<file path="src/rtl/core/mlru_pkg.sv">
// ---------------------------------------------------------------------------
// Matrix LRU package
// Shared constants, types and state codes for the matrix LRU page
// replacement block.
// ---------------------------------------------------------------------------
package mlru_pkg;

  // Geometry of the frame store and the address space.
  localparam int FRAMES     = 8;
  localparam int ADDR_BITS  = 16;
  localparam int PAGE_W     = 16;
  localparam int FRAME_W    = $clog2(FRAMES);
  localparam int SHIFT_W    = 4;

  // Configuration port.
  localparam int APB_ADDR_W = 3;
  localparam int APB_DATA_W = 32;
  localparam logic REG_PAGE_SHIFT = 1'b0;
  localparam logic [SHIFT_W-1:0] PAGE_SHIFT_RESET = SHIFT_W'(1);

  // Page queue between the front end and the replacement engine.
  localparam int QUEUE_DEPTH = 2;
  localparam int QPTR_W      = $clog2(QUEUE_DEPTH);
  localparam int QCNT_W      = $clog2(QUEUE_DEPTH + 1);

  // Queue status seen by both sides.
  typedef struct packed {
    logic empty;
    logic full;
  } q_status_t;

  // Replacement engine states.
  typedef enum logic [1:0] {
    BK_IDLE,
    BK_LOOKUP,
    BK_WRITE
  } bk_state_t;

  // Control from the engine state machine to its datapath.
  typedef struct packed {
    logic pop;
    logic lookup;
    logic commit;
  } bk_ctrl_t;

endpackage

</file>
<file path="src/rtl/core/mlru_queue.sv">
// ---------------------------------------------------------------------------
// Matrix LRU page queue
// Short show-ahead queue of page numbers between the front end and the
// replacement engine.
// ---------------------------------------------------------------------------
module mlru_queue import mlru_pkg::*; (
  input  logic              clk,
  input  logic              rst,
  input  logic              push,
  input  logic [PAGE_W-1:0] push_page,
  input  logic              pop,
  output logic [PAGE_W-1:0] head_page,
  output q_status_t         status
);

  logic [PAGE_W-1:0] entries [QUEUE_DEPTH];
  logic [QPTR_W-1:0] wr_ptr;
  logic [QPTR_W-1:0] rd_ptr;
  logic [QCNT_W-1:0] count;

  // Storage is written at the tail on every push.
  always_ff @(posedge clk) begin
    if (push) begin
      entries[wr_ptr] <= push_page;
    end
  end

  // Pointers and fill count.
  always_ff @(posedge clk) begin
    if (rst) begin
      wr_ptr <= '0;
      rd_ptr <= '0;
      count  <= '0;
    end else begin
      if (push) begin
        wr_ptr <= (wr_ptr == QPTR_W'(QUEUE_DEPTH - 1)) ? '0 : wr_ptr + 1'b1;
      end
      if (pop) begin
        rd_ptr <= (rd_ptr == QPTR_W'(QUEUE_DEPTH - 1)) ? '0 : rd_ptr + 1'b1;
      end
      if (push && !pop) begin
        count <= count + 1'b1;
      end else if (pop && !push) begin
        count <= count - 1'b1;
      end
    end
  end

  assign head_page    = entries[rd_ptr];
  assign status.empty = (count == '0);
  assign status.full  = (count == QCNT_W'(QUEUE_DEPTH));

endmodule

</file>
<file path="src/rtl/core/mlru_front.sv">
// ---------------------------------------------------------------------------
// Matrix LRU front end
// Holds the page shift register, takes address transfers and turns each
// address into a page number for the queue.
// ---------------------------------------------------------------------------
module mlru_front import mlru_pkg::*; (
  input  logic                  clk,
  input  logic                  rst,
  input  logic                  psel,
  input  logic                  penable,
  input  logic                  pwrite,
  input  logic [APB_ADDR_W-1:0] paddr,
  input  logic [APB_DATA_W-1:0] pwdata,
  output logic [APB_DATA_W-1:0] prdata,
  output logic                  pready,
  input  logic                  start,
  input  logic [ADDR_BITS-1:0]  address,
  output logic                  busy,
  input  q_status_t             q_status,
  output logic                  push,
  output logic [PAGE_W-1:0]     push_page
);

  logic [SHIFT_W-1:0] page_shift;
  logic               cfg_write;
  logic               reg_sel;

  // Register decode on the word address.
  assign reg_sel   = paddr[APB_ADDR_W-1];
  assign pready    = 1'b1;
  assign cfg_write = psel && penable && pwrite && pready && (reg_sel == REG_PAGE_SHIFT);

  always_ff @(posedge clk) begin
    if (rst) begin
      page_shift <= PAGE_SHIFT_RESET;
    end else if (cfg_write) begin
      page_shift <= pwdata[SHIFT_W-1:0];
    end
  end

  // Read data for the only register; other addresses read as zero.
  always_comb begin
    prdata = '0;
    if (reg_sel == REG_PAGE_SHIFT) begin
      prdata = APB_DATA_W'(page_shift);
    end
  end

  // An address transfer completes whenever the queue has room.
  assign busy      = q_status.full;
  assign push      = start && !busy;
  assign push_page = PAGE_W'(address >> page_shift);

endmodule

</file>
<file path="src/rtl/core/mlru_back.sv">
// ---------------------------------------------------------------------------
// Matrix LRU replacement engine
// Looks up one page against the frame tags, picks the frame to use and
// updates tags, valid bits and the LRU matrix, then reports the result.
// ---------------------------------------------------------------------------
module mlru_back import mlru_pkg::*; (
  input  logic               clk,
  input  logic               rst,
  input  q_status_t          q_status,
  input  logic [PAGE_W-1:0]  head_page,
  output logic               pop,
  output logic               done,
  output logic               hit,
  output logic [FRAME_W-1:0] frame,
  output logic [PAGE_W-1:0]  page,
  output logic               evict_valid,
  output logic [PAGE_W-1:0]  evicted_page
);

  bk_state_t state;
  bk_state_t state_next;
  bk_ctrl_t  ctrl;

  // Frame state.
  logic [PAGE_W-1:0] frame_tag [FRAMES];
  logic [FRAMES-1:0] frame_valid;
  logic [FRAMES-1:0] lru_row [FRAMES];

  // Item being worked on and the registered lookup result.
  logic [PAGE_W-1:0]  item_page;
  logic [FRAME_W-1:0] sel;
  logic               sel_hit;
  logic               sel_evict;
  logic [PAGE_W-1:0]  sel_evp;

  // Lookup logic.
  logic               any_hit;
  logic [FRAME_W-1:0] hit_idx;
  logic               any_empty;
  logic [FRAME_W-1:0] empty_idx;
  logic               any_zero;
  logic [FRAME_W-1:0] lru_idx;
  logic [FRAME_W-1:0] sel_next;

  // State register.
  always_ff @(posedge clk) begin
    if (rst) begin
      state <= BK_IDLE;
    end else begin
      state <= state_next;
    end
  end

  // Next state: a lookup state and a write state per item, the next item
  // is taken during the write state.
  always_comb begin
    state_next = state;
    case (state)
      BK_IDLE: begin
        if (!q_status.empty) state_next = BK_LOOKUP;
      end
      BK_LOOKUP: begin
        state_next = BK_WRITE;
      end
      BK_WRITE: begin
        state_next = q_status.empty ? BK_IDLE : BK_LOOKUP;
      end
      default: begin
        state_next = BK_IDLE;
      end
    endcase
  end

  // State machine outputs.
  always_comb begin
    ctrl = '0;
    case (state)
      BK_IDLE: begin
        ctrl.pop = !q_status.empty;
      end
      BK_LOOKUP: begin
        ctrl.lookup = 1'b1;
      end
      BK_WRITE: begin
        ctrl.commit = 1'b1;
        ctrl.pop    = !q_status.empty;
      end
      default: begin
        ctrl = '0;
      end
    endcase
  end

  assign pop = ctrl.pop;

  // Take the page at the head of the queue.
  always_ff @(posedge clk) begin
    if (ctrl.pop) begin
      item_page <= head_page;
    end
  end

  // Tag match; the lowest matching frame wins.
  always_comb begin
    any_hit = 1'b0;
    hit_idx = '0;
    for (int i = FRAMES - 1; i >= 0; i--) begin
      if (frame_valid[i] && (frame_tag[i] == item_page)) begin
        any_hit = 1'b1;
        hit_idx = FRAME_W'(i);
      end
    end
  end

  // Highest-numbered empty frame.
  always_comb begin
    any_empty = 1'b0;
    empty_idx = '0;
    for (int i = 0; i < FRAMES; i++) begin
      if (!frame_valid[i]) begin
        any_empty = 1'b1;
        empty_idx = FRAME_W'(i);
      end
    end
  end

  // Least recently used frame. Every valid frame has been touched, so with
  // all frames full the matrix holds a total order and exactly one row is
  // all zero: that row is the smallest one.
  always_comb begin
    any_zero = 1'b0;
    lru_idx  = '0;
    for (int i = FRAMES - 1; i >= 0; i--) begin
      if (lru_row[i] == '0) begin
        any_zero = 1'b1;
        lru_idx  = FRAME_W'(i);
      end
    end
  end

  always_comb begin
    if (any_hit) begin
      sel_next = hit_idx;
    end else if (any_empty) begin
      sel_next = empty_idx;
    end else begin
      sel_next = any_zero ? lru_idx : '0;
    end
  end

  // Register the lookup result.
  always_ff @(posedge clk) begin
    if (ctrl.lookup) begin
      sel       <= sel_next;
      sel_hit   <= any_hit;
      sel_evict <= !any_hit && !any_empty;
      sel_evp   <= (!any_hit && !any_empty) ? frame_tag[sel_next] : '0;
    end
  end

  // Tag store: a miss loads the page into the chosen frame.
  always_ff @(posedge clk) begin
    if (ctrl.commit && !sel_hit) begin
      frame_tag[sel] <= item_page;
    end
  end

  // Valid bits and LRU matrix: the chosen row goes to ones, its column to
  // zeros.
  always_ff @(posedge clk) begin
    if (rst) begin
      frame_valid <= '0;
      for (int i = 0; i < FRAMES; i++) begin
        lru_row[i] <= '0;
      end
    end else if (ctrl.commit) begin
      frame_valid[sel] <= 1'b1;
      for (int i = 0; i < FRAMES; i++) begin
        if (FRAME_W'(i) == sel) begin
          lru_row[i] <= ~(FRAMES'(1) << sel);
        end else begin
          lru_row[i] <= lru_row[i] & ~(FRAMES'(1) << sel);
        end
      end
    end
  end

  // Result strobe.
  always_ff @(posedge clk) begin
    if (rst) begin
      done <= 1'b0;
    end else begin
      done <= ctrl.commit;
    end
  end

  // Result payload.
  always_ff @(posedge clk) begin
    if (ctrl.commit) begin
      hit          <= sel_hit;
      frame        <= sel;
      page         <= item_page;
      evict_valid  <= sel_evict;
      evicted_page <= sel_evp;
    end
  end

endmodule

</file>
<file path="src/rtl/core/matrix_lru_page_replacement.sv">
// ---------------------------------------------------------------------------
// Matrix LRU page replacement
// Maps each accessed address to a page frame over eight frames, replacing
// the least recently used frame on a miss when no frame is empty.
// ---------------------------------------------------------------------------
// Flow: an address is pushed into the page queue, popped into the engine,
// looked up and written, then strobed on the registered result outputs.
// The engine pops the next item during its write state; busy rises while
// the two-entry page queue is full.
// Reset: frames empty, LRU matrix clear, page shift 1, no result pending.
module matrix_lru_page_replacement import mlru_pkg::*; (
  input  logic                  clk,
  input  logic                  rst,
  input  logic                  psel,
  input  logic                  penable,
  input  logic                  pwrite,
  input  logic [APB_ADDR_W-1:0] paddr,
  input  logic [APB_DATA_W-1:0] pwdata,
  output logic [APB_DATA_W-1:0] prdata,
  output logic                  pready,
  input  logic                  start,
  input  logic [ADDR_BITS-1:0]  address,
  output logic                  busy,
  output logic                  done,
  output logic                  hit,
  output logic [FRAME_W-1:0]    frame,
  output logic [PAGE_W-1:0]     page,
  output logic                  evict_valid,
  output logic [PAGE_W-1:0]     evicted_page
);

  q_status_t         q_status;
  logic              push;
  logic [PAGE_W-1:0] push_page;
  logic              pop;
  logic [PAGE_W-1:0] head_page;

  // Front end: configuration and page number.
  mlru_front u_front (
    .clk       (clk),
    .rst       (rst),
    .psel      (psel),
    .penable   (penable),
    .pwrite    (pwrite),
    .paddr     (paddr),
    .pwdata    (pwdata),
    .prdata    (prdata),
    .pready    (pready),
    .start     (start),
    .address   (address),
    .busy      (busy),
    .q_status  (q_status),
    .push      (push),
    .push_page (push_page)
  );

  // Page queue.
  mlru_queue u_queue (
    .clk       (clk),
    .rst       (rst),
    .push      (push),
    .push_page (push_page),
    .pop       (pop),
    .head_page (head_page),
    .status    (q_status)
  );

  // Replacement engine.
  mlru_back u_back (
    .clk          (clk),
    .rst          (rst),
    .q_status     (q_status),
    .head_page    (head_page),
    .pop          (pop),
    .done         (done),
    .hit          (hit),
    .frame        (frame),
    .page         (page),
    .evict_valid  (evict_valid),
    .evicted_page (evicted_page)
  );

endmodule

</file>
<file path="config.mk">
export PLATFORM = sky130hd
export DESIGN_NAME = matrix_lru_page_replacement
export DESIGN_NICKNAME = d
export VERILOG_FILES = /design/src/rtl/core/mlru_pkg.sv /design/src/rtl/core/mlru_queue.sv /design/src/rtl/core/mlru_front.sv /design/src/rtl/core/mlru_back.sv /design/src/rtl/core/matrix_lru_page_replacement.sv
export SDC_FILE = /design/constraint.sdc
export NUM_CORES = 1
export LEC_CHECK = 0
export ABC_CLOCK_PERIOD_IN_PS = 4800
export BUFFER_PORTS_ARGS = -buffer_cell sky130_fd_sc_hd__clkbuf_2
export CORE_UTILIZATION = 60
export CTS_CLUSTER_SIZE = 40
export DETAILED_ROUTE_END_ITERATION = 10
export PLACE_DENSITY = 0.8
export SLEW_MARGIN = 20
export SYNTH_ARGS = -nofsm -noshare
export SYNTH_HDL_FRONTEND = slang
export SYNTH_SLANG_ARGS = --single-unit
</file>
<file path="constraint.sdc">
create_clock -name clk -period 4.8 [get_ports clk]
set_clock_uncertainty 0.05 [all_clocks]
set_input_delay 0.96 -clock clk [delete_from_list [all_inputs] [get_ports clk]]
set_output_delay 0.96 -clock clk [all_outputs]
set_load 0.03 [all_outputs]
</file>
; ---- After elaboration in Yosys (flattened, before gate mapping)
; Memories as Yosys holds them, arrays and structs flattened. A register that Yosys moved wholly into a read port is not among the register bits.
; Cells that the tools add are included.
[totals]
register_bits = 61
ramBits = 224
inputBits = 57
output_inout_bits = 72
word_cells = 260
mem_count = 3
[mem_list]
columns = memory, words, width, read_ports, rd_ports_with_merged_regs, wr, line_no
row1 = u_back.frame_tag, 8, 16, 9, 1, 1, mlru_back.sv:25  ; logic [PAGE_W-1:0] frame_tag [FRAMES];
row2 = u_back.lru_row, 8, 8, 8, 0, 8, mlru_back.sv:27  ; logic [FRAMES-1:0] lru_row [FRAMES];
row3 = u_queue.entries, 2, 16, 1, 1, 1, mlru_queue.sv:16  ; logic [PAGE_W-1:0] entries [QUEUE_DEPTH];
[classes]
n_addsub = 4
n_lt_le_gt_ge = 2
eq_ne = 19
shift = 2
mux = 149
bitwise = 28
n_reduce_logical = 38
[ops]
columns = cell, n
row1 = $eq 16x16->1, 8
row2 = $mux 8, 16
row3 = $mux 1, 102
row4 = $mux 3, 23
row5 = $and 8x8->8, 8
row6 = $logic_not 8->1, 8
row7 = $logic_and 1x1->1, 17
row8 = $not 8->8, 2
row9 = $or 1x1->1, 16
row10 = $shr 16x4->16, 1
row11 = $eq 3x3->1 const A, 4
row12 = $mux 2, 5
row13 = $logic_not 1->1, 8
row14 = $or 8x8->8, 1
row15 = $shl 1x3->8 const A, 1
row16 = $eq 2x3->1 const A, 2
row17 = $pmux 2 s3, 1
row18 = $eq 2x2->1 const B, 2
row19 = $logic_not 2->1, 2
row20 = $lt 3x4->1 const B, 1
row21 = $mux 4, 1
row22 = $demux 1 s3, 1
row23 = $eq 1x3->1 const A, 1
row24 = $ge 3x1->1 const B, 1
row25 = other kinds (9), 10

; ---- Logic depth before layout (Yosys ltp)
; Gate-level depths: netlist of run 1.
; An unclocked memory read counts as a cell.
[depth]
ltp_word = 14
depth_mapped = 13
depth_no_buf = 9

; ---- Modules after synthesis
; A second synthesis of run 1 with hierarchy kept.
[unflattened]
cells_unflattened = 1173
hier_area_um2 = 15319.7
[modules_own_cells]
columns = module, instances, cells_each, area_per_inst_um2, seq_area_each_um2
row1 = mlru_back, 1, 984, 12804.8, 8207.9
row2 = mlru_queue, 1, 72, 1361.3, 1061.0
row3 = mlru_front, 1, 117, 1153.6, 80.1

; ---- Worst setup path after synthesis of run 1
; Ideal clock, no wire load.
[synth_path]
path_kind = register to register
from = register u_back.item_page[8], read port of u_queue.entries
to = register u_back.sel_evp[5], read port of u_back.frame_tag, data pin
setup_time_ns = 0.284
arrival_time_ns = 3.111
t_required_ns = 4.466
path_slack_ns = 1.355
stages_incl_launch_ff = 14
n_path_buf = 4
period_less_slack_ns = 3.445
cell_sequence = edfxtp_1 -> buf_6 -> xor2_1 -> or4b_1 -> or4_1 -> o22a_1 -> o31a_1 -> o21ba_1 -> buf_6 -> or2_1 -> buf_6 -> buf_6 -> o31ai_1 -> a221oi_1
[synth_via]
elab_chain_len = 13
elab_cells_between_ends = 36
classes_between = eq/ne (8) / mux (17) / reduce/logical (11)
[synth_lines]
columns = item, line_no
row1 = from (decl), mlru_back.sv:30  ; logic [PAGE_W-1:0] item_page;
row2 = $eq 16x16->1, mlru_back.sv:108  ; if (frame_valid[i] && (frame_tag[i] == item_page)) begin
row3 = $logic_and 1x1->1, mlru_back.sv:108
row4 = $mux 1 (8 in series), mlru_back.sv:108
row5 = $logic_not 1->1, mlru_back.sv:157  ; sel_evp <= (!any_hit && !any_empty) ? frame_tag[sel_next] : '0;
row6 = $logic_and 1x1->1, mlru_back.sv:157
row7 = $logic_not 1->1 (no source line), -
row8 = to (decl), mlru_back.sv:34  ; logic [PAGE_W-1:0] sel_evp;
; Several ways; a longest one is shown, not always the timed one.
; A chain may end at the register's enable or synchronous reset.

; ---- Worst setup path in the final report of run 1
[layout_path]
from = register u_back.item_page[3], read port of u_queue.entries
to = register u_back.sel_evp[11], read port of u_back.frame_tag, data pin
; The elaborated chain is that of the path after synthesis.

==> metrics, run 1 <==
status=complete, but fails checks; failing checks=DRC; worst setup path endpoint=u_back.sel_evp[11]$_SDFFCE_PN0N_; total via count after detailed routing=9883; Synth cell types=between 60 and 70; GR Util met2=0.447; Initial Util=0.610; maximum fanout along the worst path=16; Max-Cap Viols=0; remaining antenna violation count after routing=0; PwrDens=473 nW/um^2; Final Slew Violations=0; pre-CTS setup slack=0.982 ns; critical path class=reg2reg; Post-Syn Area=around 15000 um^2; TritonCTS clock tree=built; global routing usage on met3=0.0375; global route hottest layer=met2; Req. time, crit path=around 5.1 ns; Sink Count=317; residual DRC count=1; Tcrit/Tclk final=0.813; YS warnings=0; Final GP Congestion=0.929; Post-CTS Resized=0; largest net degree at the start of global routing=55; Fmax achieved=roughly 260 MHz; Main synth FF type=edfxtp_1; total CTS buffers=31; Nets=1324; area growth from synthesis to layout=10.2%; Ports=between 100 and 150; Die W=162 um; reg-to-reg startpoint=u_back.item_page[3]$_DFFE_PP_; Core ar.=25000 um^2; routed len/inst=21.3 um; share of cells above drive strength 1=0.156; most frequent cells in the layout=298 x edfxtp_1, 83 x nor2_1, 69 x a21oi_1, 69 x clkbuf_2; clock root buffer=clkbuf_16; endpoints failing hold=0; Clock Latency Late Sink=0.56 ns; crit path from=u_back.item_page[3]$_DFFE_PP_; RSZ-0062 raised after global routing=no; fin util=0.672; sequential area share after synthesis=0.611; hold wc startpoint=u_back.sel_evp[10]$_SDFFCE_PN0N_; FP Rows=between 50 and 60; Critical Path Sink Type=flip-flop; CP startpoint kind=flip-flop; final WL=34500 um; CTS max path bufs=3; setup tns final=0 ns; syn avg cell area=~13 um^2; Clk pin slew, worst setup/hold paths=approximately 0.06 ns; Port Buf Inserts=69; GRT overflow=0; fin crit period=approximately 3.9 ns; EDFF count, synth=298; Slew headroom=0.387; most common cell after layout, fill and taps aside=edfxtp_1; cts hold-fix bufs=0; Worst VDD drop=0.288 mV; r2r endpoint=u_back.sel_evp[11]$_SDFFCE_PN0N_; DRT Pass-1 Iters=8; Initial DRC Count=901; number of global-route vias before repair=9543; diode count=0; flop-to-flop setup slack=0.90 ns; Die ar.=26100 um^2; setup bufs post-CTS=0; met1 Track Usage GR=0.370; Async SR Flop Fraction=0; fillers=1793; Synth Instances=1200; fin worst setup slack=0.897 ns; initial antenna violation count=0; Yosys reg bits=317; GR Util All Layers=0.268; worst slew pin tran=0.919 ns; Chip Height=162 um; count of final setup violators=0; P_leak=6.08 nW; path type of the worst min-delay path=reg2reg; DR vias/cell=6.10; DP HPWL=between 20000 and 25000 um; R2R depth=11; H-tree depth=1; first-pass GRT wire length=53400 um; crit path DAT=around 4.2 ns
==> power breakdown <==
part | switching (mW) | total [mW] | internal, mW
Combinational | 1.15 | 1.80 | 0.644
Clock | 0.994 | 2.27 | 1.27
Sequential | 0.332 | 3.89 | 3.56
==> registers in the layout (all words and copies together) (netlist names) <==
signal / flops
u_front.page_shift: 4
u_queue.wr_ptr: 1
u_back.evict_valid: 1
u_queue.entries: 32
u_back.lru_row: 64
u_back.hit: 1
u_back.frame: 3
u_back.sel_evp: 16
u_queue.count: 2
u_back.state: 2
u_back.frame_tag: 128
u_back.frame_valid: 8
u_queue.rd_ptr: 1
u_back.evicted_page: 16
u_back.sel_hit: 1
u_back.sel: 3
u_back.page: 16
u_back.item_page: 16
u_back.sel_evict: 1
u_back.done: 1
==> critical path: stages (launching register included) <==
cell	delay [ns]
edfxtp_1	0.47
buf_4	0.26
xnor2_1	0.34
nor4b_1	0.45
nand4bb_1	0.18
a211o_1	0.33
a221oi_1	0.24
o221ai_1	0.19
nand2_1	0.12
buf_4	0.27
mux2_2	0.41
a221oi_1	0.36
==> cell type report <==
class	instances	area, um^2	area share
timing repair buffer	106	636	0.0378
inverter	13	48.8	0.00290
clock buffer	34	787	0.0468
sequential	317	9330	0.555
tap	330	413	0.0245
multi-input combinational	797	5460	0.325
clock inverter	22	148	0.00878
==> layer usage <==
| metal | vias to the layer above | wire length [um] |
|---|---|---|
| met5 | - | 0 |
| met2 | 446 | 16800 |
| met3 | 56 | 2680 |
| met1 | 4803 | 14300 |
| met4 | 0 | 779 |
| li1 | 4578 | - |
==> cells in the mapped netlist, types with 17 or more instances <==
library cell / instances / area (um^2)
edfxtp_1: 298 / 8950
nor2_1: 84 / 315
a21oi_1: 69 / 345
mux2i_1: 68 / 681
xor2_1: 68 / 596
xnor2_1: 64 / 561
nand2_1: 63 / 236
o21ai_0: 38 / 190
clkbuf_1: 37 / 139
mux2_2: 36 / 405
nor4_1: 36 / 225
buf_4: 32 / 240
and3_1: 30 / 188
nand4_1: 23 / 144
dfxtp_1: 19 / 380
buf_2: 18 / 90.1
a21boi_0: 17 / 128
a221oi_1: 17 / 149
o31ai_1: 17 / 128
==> worst min path at each step <==
stage | slack [ns] | to | depth (start not counted)
after global routing | 0.37 | u_back.evicted_page[6]$_DFFE_PP_ | 0
after detailed placement | 0.36 | u_back.evicted_page[6]$_DFFE_PP_ | 0
after global placement | 0.35 | u_back.evicted_page[15]$_DFFE_PP_ | 0
after CTS | 0.37 | u_back.evicted_page[6]$_DFFE_PP_ | 0
final | 0.37 | u_back.evicted_page[10]$_DFFE_PP_ | 0
after floorplan | 0.35 | u_back.evict_valid$_DFFE_PP_ | 0
==> kinds of logic (layout without fill, tap and decap cells) <==
kind of cell	Yosys count	in the layout	share of synthesized area
buffers and inverters	113	175	0.0397
AND/OR/NAND/NOR	334	334	0.117
flip-flops	317	317	0.611
adder cells (fa/ha/maj)	1	1	0.000819
other	2	29	0.000492
XOR/XNOR	132	132	0.0757
AO/OA/AOI/OAI	194	194	0.0801
multiplexers	107	107	0.0755
==> per-stage QoR <==
stage / instances / instance area (um^2) / hold WS, ns / total power [mW]
global placement: 1563 / 15900 / 0.352 / 5.66
global route: 1619 / 16800 / 0.373 / 8.24
finish: 1619 / 16800 / 0.372 / 7.96
floorplan: 1227 / 15400 / 0.350 / 5.11
CTS: 1619 / 16800 / 0.370 / 7.97
detailed placement: 1563 / 15900 / 0.356 / 5.72
Note: power is estimated with default switching activity, not from simulation.
==> run 2, diff against run 1 <==
- ABC_CLOCK_PERIOD_IN_PS: 4800 -> 3400
- CORE_UTILIZATION: 60 -> 54
- PLACE_DENSITY: 0.8 -> 0.76
- clock period: 4.8 -> 3.4 ns (I/O delays scaled with it)
==> run 2 against run 1 <==
The run ends with setup timing left. Utilization down 2.4 points. Final cell count increased by 6.5%. Count of clock-buffer cells in the layout increased by 10. Global-route usage fell by 2.4 points. Sequential share of layout area shrank 3.6 points. Largest cell class unchanged. Wire length is 2.4% higher. Maximum frequency rose by 13%. Critical endpoint is now u_back.sel_evp[2]$_SDFFCE_PN0N_. Sequential power is 35% higher. Non-clock buffer count up 51.
==> metrics, run 2 (synthesis gave the netlist of run 1 again) <==
CP Cell Sequence=buf_6, xor2_1, or4b_1, or4_4, o22a_1, o31a_1, o21ba_4, or2_1, buf_12, o31ai_2, a221oi_2; Sink Count=317 (unchanged); sw frac=0.301 (-0.0104); most frequent cells in the layout=298 x edfxtp_1, 84 x nor2_1, 69 x a21oi_1, 69 x clkbuf_2, 66 x buf_4; Finished Cell Area=18000 um^2 (+6.9%); Top reg by flops=u_back.frame_tag; fin crit period=3.46 ns (-0.447 ns); Chip Height=170 um (+5.3%); Die ar.=29000 um^2 (+11%); combinational power share=0.267 (+0.041); Final GP Congestion=0.927 (-0.26%); Clk pin slew, worst setup/hold paths=0.06 ns (about the same); CP startpoint kind=flip-flop; first-pass GRT wire length=53500 um (+0.13%); worst slew pin tran=0.818 ns (-0.101 ns); GR Util All Layers=0.244 (-0.0236); Critical Path Sink Type=flip-flop; R2R depth=11 (unchanged); maximum fanout along the worst path=16 (unchanged); critical path class=reg2reg; top flop regs=u_back.frame_tag (128), u_back.lru_row (64), u_queue.entries (32); P_sw=3.67 mW (+48%); most common cell after layout, fill and taps aside=edfxtp_1; Tot Pwr=12.2 mW (+53%); Initial Util=0.550 (-0.0603); setup tns final=-0.345 ns (-0.345 ns); crit path DAT=3.65 ns (-0.53 ns); path type of the worst min-delay path=in2reg; Placed Area=16400 um^2 (+3.3%); pre-CTS setup slack=-0.165 ns (-1.15 ns); total CTS buffers=35 (+13%); Final Slew Violations=0 (unchanged); hold path depth=3 (+3); largest net degree at the start of global routing=57 (+3.6%); clock network power share=0.303 (+0.018); number of global-route vias before repair=9699 (+1.6%); TritonCTS clock tree=built; final WL=35400 um (+2.4%); PwrDens=677 nW/um^2 (+43%); Slew headroom=0.454 (+0.0670); P_int=8.51 mW (+55%); H-tree depth=2 (+1); remaining antenna violation count after routing=0 (unchanged); Max Used Layer=met4; diode count=0 (unchanged); delay-heaviest family, CP=simple AND/OR/NAND/NOR gates; largest stage delay on the critical path=0.55 ns (+0.08 ns); initial antenna violation count=0 (unchanged); Core ar.=27800 um^2 (+11%); fin util=0.648 (-0.0244); Buf+Inv Stages, Crit Path=2 (unchanged); FP Rows=61 (+5.2%); Clock Latency Late Sink=0.51 ns (-0.05 ns); CTS max path bufs=3 (unchanged); Placed Instances=1657 (+6.0%); DRT Pass-1 Iters=5 (-3); DR WL met2=17200 um (+2.4%); failing checks=setup timing; Hold Worst Slack=0.358 ns (-0.0148 ns); Final Non-Filler Cells=1724 (+6.5%); status=complete, but fails checks; WL met3=2470 um (-7.9%); clock root buffer=clkbuf_16; RSZ-0062 raised after global routing=yes; Die W=170 um (+5.3%); DP HPWL=24700 um (about the same); CP max stage cell=or4b_1; residual DRC count=0 (-1); Fmax achieved=289 MHz (+13%); total via count after detailed routing=10100 (+2.6%); max FFs per register=128 (unchanged); Ports=129 (unchanged); endpoints failing hold=0 (unchanged); fin worst setup slack=-0.0560 ns (-0.953 ns); routed len/inst=20.5 um (-3.8%); Worst VDD drop=0.396 mV (+38%); Nets=1379 (+4.2%); share of cells above drive strength 1=0.225 (+0.0692); Max-Cap Viols=0 (unchanged); Port Buf Inserts=69 (unchanged); Tcrit/Tclk final=1.02 (+0.203); count of final setup violators=15 (+15); Req. time, crit path=3.59 ns (-1.49 ns); DR vias/cell=5.88 (-3.7%); M1 WL=14700 um (+3.2%); Initial DRC Count=1012 (+12%); GRT overflow=0 (unchanged); P_leak=6.57 nW (+8.0%); Seq pwr share=0.431 (-0.058); area growth from synthesis to layout=17.8%; Worst path depth=11 (unchanged)
[run 2: cell count changes in the layout (fill, tap and decap cells not counted), moves of 6 or more]
| cell | change |
|---|---|
| buf_6 | +9 |
| a221oi_2 | +10 |
| clkbuf_16 | +6 |
| buf_12 | +11 |
| mux2i_1 | -7 |
| a221oi_1 | -12 |
| mux2_4 | +9 |
| buf_4 | +30 |
| mux2_2 | -9 |
| o31ai_1 | -11 |
| mux2i_2 | +6 |
| o31ai_2 | +8 |
[run 2: final timing paths]
kind                              startpoint                                 end  slack [ns]
max reg2reg    u_back.item_page[3]$_DFFE_PP_     u_back.sel_evp[2]$_SDFFCE_PN0N_       -0.06
min                                pwdata[1]  u_front.page_shift[1]$_SDFFE_PP0P_        0.36
min reg2reg  u_back.sel_evp[9]$_SDFFCE_PN0N_    u_back.evicted_page[9]$_DFFE_PP_        0.37
max            u_back.item_page[3]$_DFFE_PP_     u_back.sel_evp[2]$_SDFFCE_PN0N_       -0.06
[run 2: per-layer routing]
| metal | vias to the layer above | global-route usage |
|---|---|---|
| met5 | - | 0 |
| met4 | 0 | 0.0842 |
| met3 | 76 | 0.0412 |
| met2 | 450 | 0.406 |
| met1 | 4920 | 0.326 |
| li1 | 4693 | - |
[run 2: power by group through the flow]
stage,logic (mW),registers [mW],clock network [mW]
after detailed placement,3.06,5.31,0
after floorplan,1.78,5.44,0
after CTS,3.16,5.24,3.73
after global placement,3.00,5.29,0
final,3.25,5.25,3.69
after global routing,3.45,5.29,3.87
[run 2: layout make-up]
cell class,instances,area [um^2]
Clock buffer,44,952
Clock inverter,18,168
Fill cell,2068,9790
Inverter,13,48.8
Multi-Input combinational cell,797,5810
Sequential cell,317,9330
Tap cell,378,473
Timing Repair Buffer,157,1210
[run 2: worst min-delay path, stage by stage]
cell	delay [ns]
clkbuf_2	0.07
mux2i_1	0.05
nor2_1	0.07
[run 2: what timing repair did]
action                                  CTS  global route
resized for setup                        30            47
hold buffers                              0             0
endpoints found under the setup margin   16            16
pin swaps                                 6             7
setup buffers                             4             0
gates cloned                              1             0
